**config.mk**
```make
export PLATFORM = sky130hd
export DESIGN_NAME = spf_ctrl
export DESIGN_NICKNAME = d
export VERILOG_FILES = /design/src/design/spf_pkg.sv /design/src/design/spf_ctrl.sv
export SDC_FILE = /design/constraint.sdc
export NUM_CORES = 1
export LEC_CHECK = 0
export BUFFER_PORTS_ARGS = -buffer_cell sky130_fd_sc_hd__buf_2
export CAP_MARGIN = 20
export CORE_ASPECT_RATIO = 0.7
export CORE_UTILIZATION = 43
export DETAILED_ROUTE_END_ITERATION = 8
export GPL_TIMING_DRIVEN = 0
export HOLD_SLACK_MARGIN = 0.02
export PLACE_DENSITY = 0.79
export SYNTH_ARGS = -nofsm -noshare
export SYNTH_HDL_FRONTEND = slang
export SYNTH_SLANG_ARGS = --single-unit
```
**constraint.sdc**
```tcl
create_clock -name i_clk -period 1.38 [get_ports i_clk]
set_input_delay 0.276 -clock i_clk [delete_from_list [all_inputs] [get_ports i_clk]]
set_output_delay 0.276 -clock i_clk [all_outputs]
set_load 0.01 [all_outputs]
```
**src/design/spf_pkg.sv**
```systemverilog
// ----------------------------------------------------------------------------
// spf_pkg
// Shared constants, result codes and controller/datapath link types.
// ----------------------------------------------------------------------------
package spf_pkg;

    localparam int C_VALUE_BITS  = 16;
    localparam int C_TABLE_DEPTH = 32768;
    localparam int C_MAX_ITEMS   = 6;
    localparam int C_ENTRY_W     = 8;
    localparam int C_FIELD_W     = 16;

    localparam logic       REQ_BUILD = 1'b0;
    localparam logic       REQ_QUERY = 1'b1;

    localparam logic [2:0] ST_FACTOR    = 3'd0;
    localparam logic [2:0] ST_BUILT     = 3'd1;
    localparam logic [2:0] ST_ABOVE     = 3'd2;
    localparam logic [2:0] ST_BELOW_TWO = 3'd3;
    localparam logic [2:0] ST_NOT_BUILT = 3'd4;

    typedef struct packed {
        logic       take;
        logic       clr_step;
        logic       sp_init;
        logic       sp_sq;
        logic       p_next;
        logic       rd_p;
        logic       rd_m;
        logic       wr_m;
        logic       set_built;
        logic       rd_v;
        logic       f_sel;
        logic       div_step;
        logic       f_chk;
        logic       emit_fac;
        logic       emit_sts;
        logic [2:0] sts_code;
    } t_cmd;

    typedef struct packed {
        logic clr_done;
        logic m_gt_lim;
        logic entry_nz;
        logic built;
        logic v_lt2;
        logic v_gt_lim;
        logic div_done;
        logic again;
        logic out_free;
        logic fac_last;
    } t_sts;

endpackage

```
**src/design/spf_ctrl.sv**
```systemverilog
// ----------------------------------------------------------------------------
// spf_ctrl
// Sequencer for table clearing, sieving and factorization.
// ----------------------------------------------------------------------------
module spf_ctrl (
    input  logic          i_clk,
    input  logic          i_rst_n,
    input  logic          i_req_valid,
    input  logic          i_req_type,
    output logic          o_req_ready,
    input  spf_pkg::t_sts i_sts,
    output spf_pkg::t_cmd o_cmd
);
    import spf_pkg::*;

    localparam logic [3:0] S_IDLE   = 4'd0;
    localparam logic [3:0] S_QCHK   = 4'd1;
    localparam logic [3:0] S_SEMIT  = 4'd2;
    localparam logic [3:0] S_CLR    = 4'd3;
    localparam logic [3:0] S_SQ     = 4'd4;
    localparam logic [3:0] S_TEST   = 4'd5;
    localparam logic [3:0] S_PCHK   = 4'd6;
    localparam logic [3:0] S_MRD    = 4'd7;
    localparam logic [3:0] S_MWR    = 4'd8;
    localparam logic [3:0] S_FLOOK  = 4'd9;
    localparam logic [3:0] S_FSEL   = 4'd10;
    localparam logic [3:0] S_FDIV   = 4'd11;
    localparam logic [3:0] S_FCHK   = 4'd12;
    localparam logic [3:0] S_FEMIT  = 4'd13;

    logic [3:0] r_state, n_state;
    logic [2:0] r_code,  n_code;

    assign o_req_ready = (r_state == S_IDLE);

    always_ff @(posedge i_clk) begin
        if (!i_rst_n) begin
            r_state <= S_IDLE;
            r_code  <= ST_FACTOR;
        end else begin
            r_state <= n_state;
            r_code  <= n_code;
        end
    end

    always_comb begin
        n_state = r_state;
        n_code  = r_code;
        o_cmd   = '0;
        o_cmd.sts_code = r_code;
        unique case (r_state)
            S_IDLE: begin
                if (i_req_valid) begin
                    o_cmd.take = 1'b1;
                    n_state = (i_req_type == REQ_BUILD) ? S_CLR : S_QCHK;
                end
            end
            S_QCHK: begin
                if (!i_sts.built) begin
                    n_code  = ST_NOT_BUILT;
                    n_state = S_SEMIT;
                end else if (i_sts.v_lt2) begin
                    n_code  = ST_BELOW_TWO;
                    n_state = S_SEMIT;
                end else if (i_sts.v_gt_lim) begin
                    n_code  = ST_ABOVE;
                    n_state = S_SEMIT;
                end else begin
                    n_state = S_FLOOK;
                end
            end
            S_SEMIT: begin
                if (i_sts.out_free) begin
                    o_cmd.emit_sts = 1'b1;
                    n_state = S_IDLE;
                end
            end
            S_CLR: begin
                o_cmd.clr_step = 1'b1;
                if (i_sts.clr_done) begin
                    o_cmd.sp_init = 1'b1;
                    n_state = S_SQ;
                end
            end
            S_SQ: begin
                o_cmd.sp_sq = 1'b1;
                n_state = S_TEST;
            end
            S_TEST: begin
                if (i_sts.m_gt_lim) begin
                    o_cmd.set_built = 1'b1;
                    n_code  = ST_BUILT;
                    n_state = S_SEMIT;
                end else begin
                    o_cmd.rd_p = 1'b1;
                    n_state = S_PCHK;
                end
            end
            S_PCHK: begin
                if (i_sts.entry_nz) begin
                    o_cmd.p_next = 1'b1;
                    n_state = S_SQ;
                end else begin
                    n_state = S_MRD;
                end
            end
            S_MRD: begin
                if (i_sts.m_gt_lim) begin
                    o_cmd.p_next = 1'b1;
                    n_state = S_SQ;
                end else begin
                    o_cmd.rd_m = 1'b1;
                    n_state = S_MWR;
                end
            end
            S_MWR: begin
                o_cmd.wr_m = 1'b1;
                n_state = S_MRD;
            end
            S_FLOOK: begin
                o_cmd.rd_v = 1'b1;
                n_state = S_FSEL;
            end
            S_FSEL: begin
                o_cmd.f_sel = 1'b1;
                n_state = S_FDIV;
            end
            S_FDIV: begin
                o_cmd.div_step = 1'b1;
                if (i_sts.div_done) begin
                    n_state = S_FCHK;
                end
            end
            S_FCHK: begin
                o_cmd.f_chk = 1'b1;
                n_state = i_sts.again ? S_FDIV : S_FEMIT;
            end
            S_FEMIT: begin
                if (i_sts.out_free) begin
                    o_cmd.emit_fac = 1'b1;
                    n_state = i_sts.fac_last ? S_IDLE : S_FLOOK;
                end
            end
            default: begin
                n_state = S_IDLE;
            end
        endcase
    end

endmodule

```
==> results of run 1 <==
-- what timing repair did --
action / in CTS / in global routing
pin swaps: 14 / 12
setup buffers: 18 / 7
gates resized for setup: 26 / 24
cloned: 0 / 1
endpoints found under the setup margin: 22 / 23
-- layer usage --
metal | GRT usage | vias to the layer above | part of all wire
met4 | 0.147 | 0 | 0.073
met1 | 0.425 | 604 | 0.37
met3 | 0.133 | 53 | 0.14
met2 | 0.662 | 151 | 0.42
li1 | - | 527 | -
met5 | 0 | - | 0
-- sequential cells by signal, summed over array words and instances, names as in the netlist --
signal   count
r_code       3
r_state      4
-- area by class of cell --
class | instances | area share
buffer | 9 | 0.0790
clock buffer | 3 | 0.0150
sequential | 7 | 0.103
inverter | 2 | 0.00499
tap | 21 | 0.0175
timing repair buffer | 57 | 0.274
clock inverter | 1 | 0.00333
multi-input combinational | 87 | 0.503
-- power by group --
part           internal (mW)  total, mW  switching, mW
logic                  0.896       1.78          0.883
clock network          0.107      0.202         0.0947
registers              0.273      0.349         0.0754
-- worst paths after layout --
path	start	endpoint
max reg2reg	r_state[0]$_SDFFE_PN0P_	r_state[2]$_SDFFE_PN0P_
max	r_state[2]$_SDFFE_PN0P_	o_cmd[12]
min	i_sts[6]	r_code[2]$_SDFFE_PN0P_
min reg2reg	r_code[2]$_SDFFE_PN0P_	r_code[2]$_SDFFE_PN0P_
-- worst max-delay path: stages (launching register included) --
cell and delay (ns):
dfxtp_4 0.38, nand2_1 0.16, or3_4 0.39, nor2_1 0.13, buf_2 0.17
-- stage by stage --
step           setup slack [ns]  area (um2)  setup TNS, ns  power (mW)  hold WS [ns]
2_1_floorplan           -0.0478         870         -0.106        1.08         0.457
3_3_place_gp             -0.156        1050          -1.24        1.30         0.436
3_5_place_dp             -0.183        1050          -1.71        1.33         0.443
4_1_cts                  -0.302        1320          -3.78        1.85         0.367
5_1_grt                  -0.428        1500          -6.79        2.42         0.444
6_report                 -0.393        1500          -5.91        2.33         0.423
-- cells by family (layout without fill, tap and decap cells) --
logic type             after synthesis  in the layout
DFF                                  7              7
muxes                                3              3
buffers and inverters               11             72
and+or+nand+nor                     59             59
AOI/OAI and AO/OA                   25             25
-- cell usage in the layout, fill, tap and decap left out, drive strengths merged, types with 3 or more instances in the layout --
master,count
buf,63
nand2,8
nor2,7
dfxtp,7
nor3,6
and2,6
clkbuf,6
nor3b,4
nand2b,4
o21ai,4
and4bb,3
nand3,3
or3,3
a21o,3
==> impl_metrics.yaml, run 1 <==
clocking:
  cts_tree: "yes"
  clockBufferDepth: 2
  clock-sinks: 7
  cts_hold_buf: 0
  worst_setup_hold_path_clk_slew_ns: 0.06
  clock_latency_ns: 0.26
  tritoncts.num_buffers: 3
  htreeDepth: 1
  clockRootBuffer: "clkbuf_4"
sta:
  max_clock_freq_mhz: 564
  rsz0062_at_grt: "yes"
  layout_min_cycle_time_ns: 1.77
  setup_viol: 23
  max_slew_margin: 0.679
  setup_ws_ns: -0.393
  skew_ns: 0.000351
  tightest_slew_ns: 0.481
  hold_viol: 0
  slew_viol_final: 0
  finalCritPeriodShare: 1.28
setup_path:
  crit_fanout: 5
  ff2ff_setup_slack_ns: -0.37
  end_kind: "output port"
  crit_arrival_ns: 1.50
  critPathKind: "reg2out"
  worstPathRequired_ns: 1.10
  rr_worst_depth: 5
  cp-start-kind: "flip-flop"
synth:
  synth.net_count: 119
  async_flop_share: 0
  synth_top_cells_by_count: "8 x nand2_1, 7 x dfxtp_1, 7 x nor2_1"
  synth_warnings: 0
  synth_edf_count: 0
  synth.most_common_cell: "nand2_1"
  synth.avg_cell_area_um2: 7.85
  synth_cells: 105
  synth_mux_area_frac: 0.0395
  yosys.area.top_type_share: 0.170
  ys_top_cells_by_area: "dfxtp_1 17%, and2_1 4.6%, and4bb_2 4.6%"
  synth_compound_area_frac: 0.238
  synth_adder_area_share: 0
  seq_area_frac_synth: 0.170
  synth_cell_type_count: 46
  synth_simple_gate_area_frac: 0.463
  synth-seq-cells: 7
  synth-xor-area-share: 0
  synth_top_family_by_area: "simple AND/OR/NAND/NOR gates"
  synth_flop_cell: "dfxtp_1"
  yosysTopAreaCell: "dfxtp_1"
  synth_area_um2: 825
power:
  vdd_drop_max_mv: 1.08
  p_leak_nw: 0.666
  power.density_nw_per_um2: 1550
layout:
  syn2layout_area_growth_pct: 82.4
  nets: 181
  antenna_cells: 0
  num-fill-cells: 56
  register_area_um2: 155
  fin_cells: 187
  layout-drive-gt1-share: 0.657
  final_util: 0.894
  multi_input_area_um2: 757
status:
  violations: "negative setup slack"
  status: "finished, violations left"
die:
  rows: 12
  floorplan.initialDensity: 0.490
  core_um2: 1680
  die-area_um2: 2100
  io_pins: 33
  dieWidth_um: 54.3
  die_height_um: 38.6
routing:
  vias_per_cell: 7.14
  remaining_drc_errors: 0
  drt_wl_total_um: 4560
  dr.pass1.iters: 8
  postRouteAntennaNets: 0
  wl_per_cell_um: 24.4
  dr.first_iter.drc_count: 94
  via_count: 1335
placed_design:
  numPortBuffers: 31
  dp.cells: 157
  globalplace.congestion: 0.880
  hpwlAfterDp_um: 1870
global_routing:
  grt_pass1_wl_um: 5420
  grt.total_usage: 0.381
  grt_max_degree: 11
  antenna_found_initial: 0
  grt_pass1_vias: 1144
  overflow: 0
hold_path:
  worstHoldPathCells: 3
  hold_class: "in2reg"
flow_run:
  maxCapViolations: 0
Note: power is estimated with default switching activity, not from simulation.
==> run 2: changes to the inputs <==
CTS_CLUSTER_SIZE = 24   (was default)
TNS_END_PERCENT = 50   (was default)
==> impl_metrics.yaml, run 2 (synthesized netlist as in run 1, its figures left out) <==
status:
  status: "finished, violations left"
  violations: "negative setup slack"
power:
  power.density_nw_per_um2: 1500
  p_leak_nw: 0.599
  vdd_drop_max_mv: 0.916
die:
  rows: 12
  io_pins: 33
  core_um2: 1680
  dieWidth_um: 54.3
  die_height_um: 38.6
  die-area_um2: 2100
  floorplan.initialDensity: 0.490
setup_path:
  cp_top_family: "simple AND/OR/NAND/NOR gates"
  critPathKind: "reg2out"
  reg2reg_to: "r_state[2]$_SDFFE_PN0P_"
  path_depth: 4
  cp_cell_sequence: "nand2_1 > or3_4 > nor2_1 > buf_2"
  crit_arrival_ns: 1.46
  crit_fanout: 5
  worstPathRequired_ns: 1.10
  r2r-start: "r_state[0]$_SDFFE_PN0P_"
  crit_buf_inv: 1
  ff2ff_setup_slack_ns: -0.29
  cp-start-kind: "flip-flop"
  cp_slowest_cell: "dfxtp_4"
  critPathMaxStageDelay_ns: 0.38
  rr_worst_depth: 5
  end_kind: "output port"
routing:
  vias_per_cell: 6.45
  remaining_drc_errors: 0
  dr.first_iter.drc_count: 76
  wl_per_cell_um: 20.1
  drt_wl_total_um: 3560
  dr.pass1.iters: 5
  via_count: 1142
  postRouteAntennaNets: 0
sta:
  setup_ws_ns: -0.357
  rsz0062_at_grt: "yes"
  layout_min_cycle_time_ns: 1.74
  slew_viol_final: 0
  skew_ns: 0.000333
  tightest_slew_ns: 0.421
  max_clock_freq_mhz: 576
  finalSetupTns_ns: -4.87
  finalCritPeriodShare: 1.26
  hold_viol: 0
  max_slew_margin: 0.719
  setup_viol: 22
layout:
  multi_input_area_um2: 727
  fin_area_um2: 1390
  layout_common_cells: "25 x buf_2, 16 x buf_6, 11 x buf_4"
  final_common_cell: "buf_2"
  largest_reg_flops: 4
  antenna_cells: 0
  num-fill-cells: 92
  top_register: "r_state"
  nets: 171
  syn2layout_area_growth_pct: 68.3
  fin_cells: 177
  register_area_um2: 153
  final_util: 0.825
  layout-drive-gt1-share: 0.603
  reg_top3: "r_state x4, r_code x3"
placed_design:
  globalplace.congestion: 0.884
  placed_cell_area_um2: 1050
  dp_slack_ns: -0.239
  numPortBuffers: 31
  hpwlAfterDp_um: 1840
  dp.cells: 157
hold_path:
  hold_class: "in2reg"
  worstHoldPathCells: 3
  hold_end: "r_code[2]$_SDFFE_PN0P_"
  worstHoldStart: "i_sts[6]"
clocking:
  htreeDepth: 1
  clock_latency_ns: 0.27
  clockRootBuffer: "clkbuf_4"
  cts_hold_buf: 0
  cts_tree: "yes"
  clockBufferDepth: 2
  worst_setup_hold_path_clk_slew_ns: 0.06
  tritoncts.num_buffers: 3
  clock-sinks: 7
flow_run:
  maxCapViolations: 0
global_routing:
  antenna_found_initial: 0
  grt_pass1_vias: 1015
  grt.total_usage: 0.354
  grt_max_degree: 11
  grt_pass1_wl_um: 5000
  overflow: 0
run 2: power breakdown:
part | switching, mW | leakage, nW | internal [mW] | total, mW
Combinational | 0.770 | 0.522 | 0.774 | 1.54
Sequential | 0.0600 | 0.0598 | 0.271 | 0.331
Clock | 0.0948 | 0.0177 | 0.107 | 0.202
Total | 0.924 | 0.599 | 1.15 | 2.08
run 2: stage by stage:
stage	power (mW)	hold slack, ns
floorplan	1.08	0.457
global placement	1.30	0.435
detailed placement	1.33	0.459
CTS	1.90	0.336
global route	2.17	0.380
finish	2.08	0.380
run 2: cell type report:
cell class | instances | area share
plain buffers | 9 | 0.0803
clock buffers | 3 | 0.0162
clock inverters | 1 | 0.00361
inverters | 2 | 0.00541
multi-input cells | 87 | 0.524
flip-flops and latches | 7 | 0.110
well taps | 21 | 0.0189
repair buffers | 47 | 0.242
run 2: worst max-delay path by stage:
stage | from | endpoint | slack, ns
after floorplan | r_state[2]$_SDFFE_PN0P_ | o_cmd[17] | -0.05
after global placement | r_state[0]$_SDFFE_PN0P_ | o_cmd[13] | -0.20
after detailed placement | r_state[0]$_SDFFE_PN0P_ | o_cmd[13] | -0.24
after CTS | r_state[0]$_SDFFE_PN0P_ | o_cmd[17] | -0.31
after global routing | r_state[2]$_SDFFE_PN0P_ | o_cmd[17] | -0.39
final | r_state[2]$_SDFFE_PN0P_ | o_cmd[12] | -0.36
run 2: repair_timing:
| action | CTS | global route |
|---|---|---|
| buffers inserted | 15 | 1 |
| resized for setup | 30 | 16 |
| setup endpoints to repair | 22 | 23 |
| pin swaps | 11 | 3 |
run 2: tightest hold or removal path, cell delays in order:
cell and delay, ns:
buf_2 0.13, or3_1 0.13, a21boi_1 0.06
run 2: metal layers:
| metal | GRT usage | part of all wire |
|---|---|---|
| met4 | 0.218 | 0.052 |
| met2 | 0.558 | 0.45 |
| met5 | 0 | 0 |
| met1 | 0.412 | 0.40 |
| met3 | 0.118 | 0.10 |
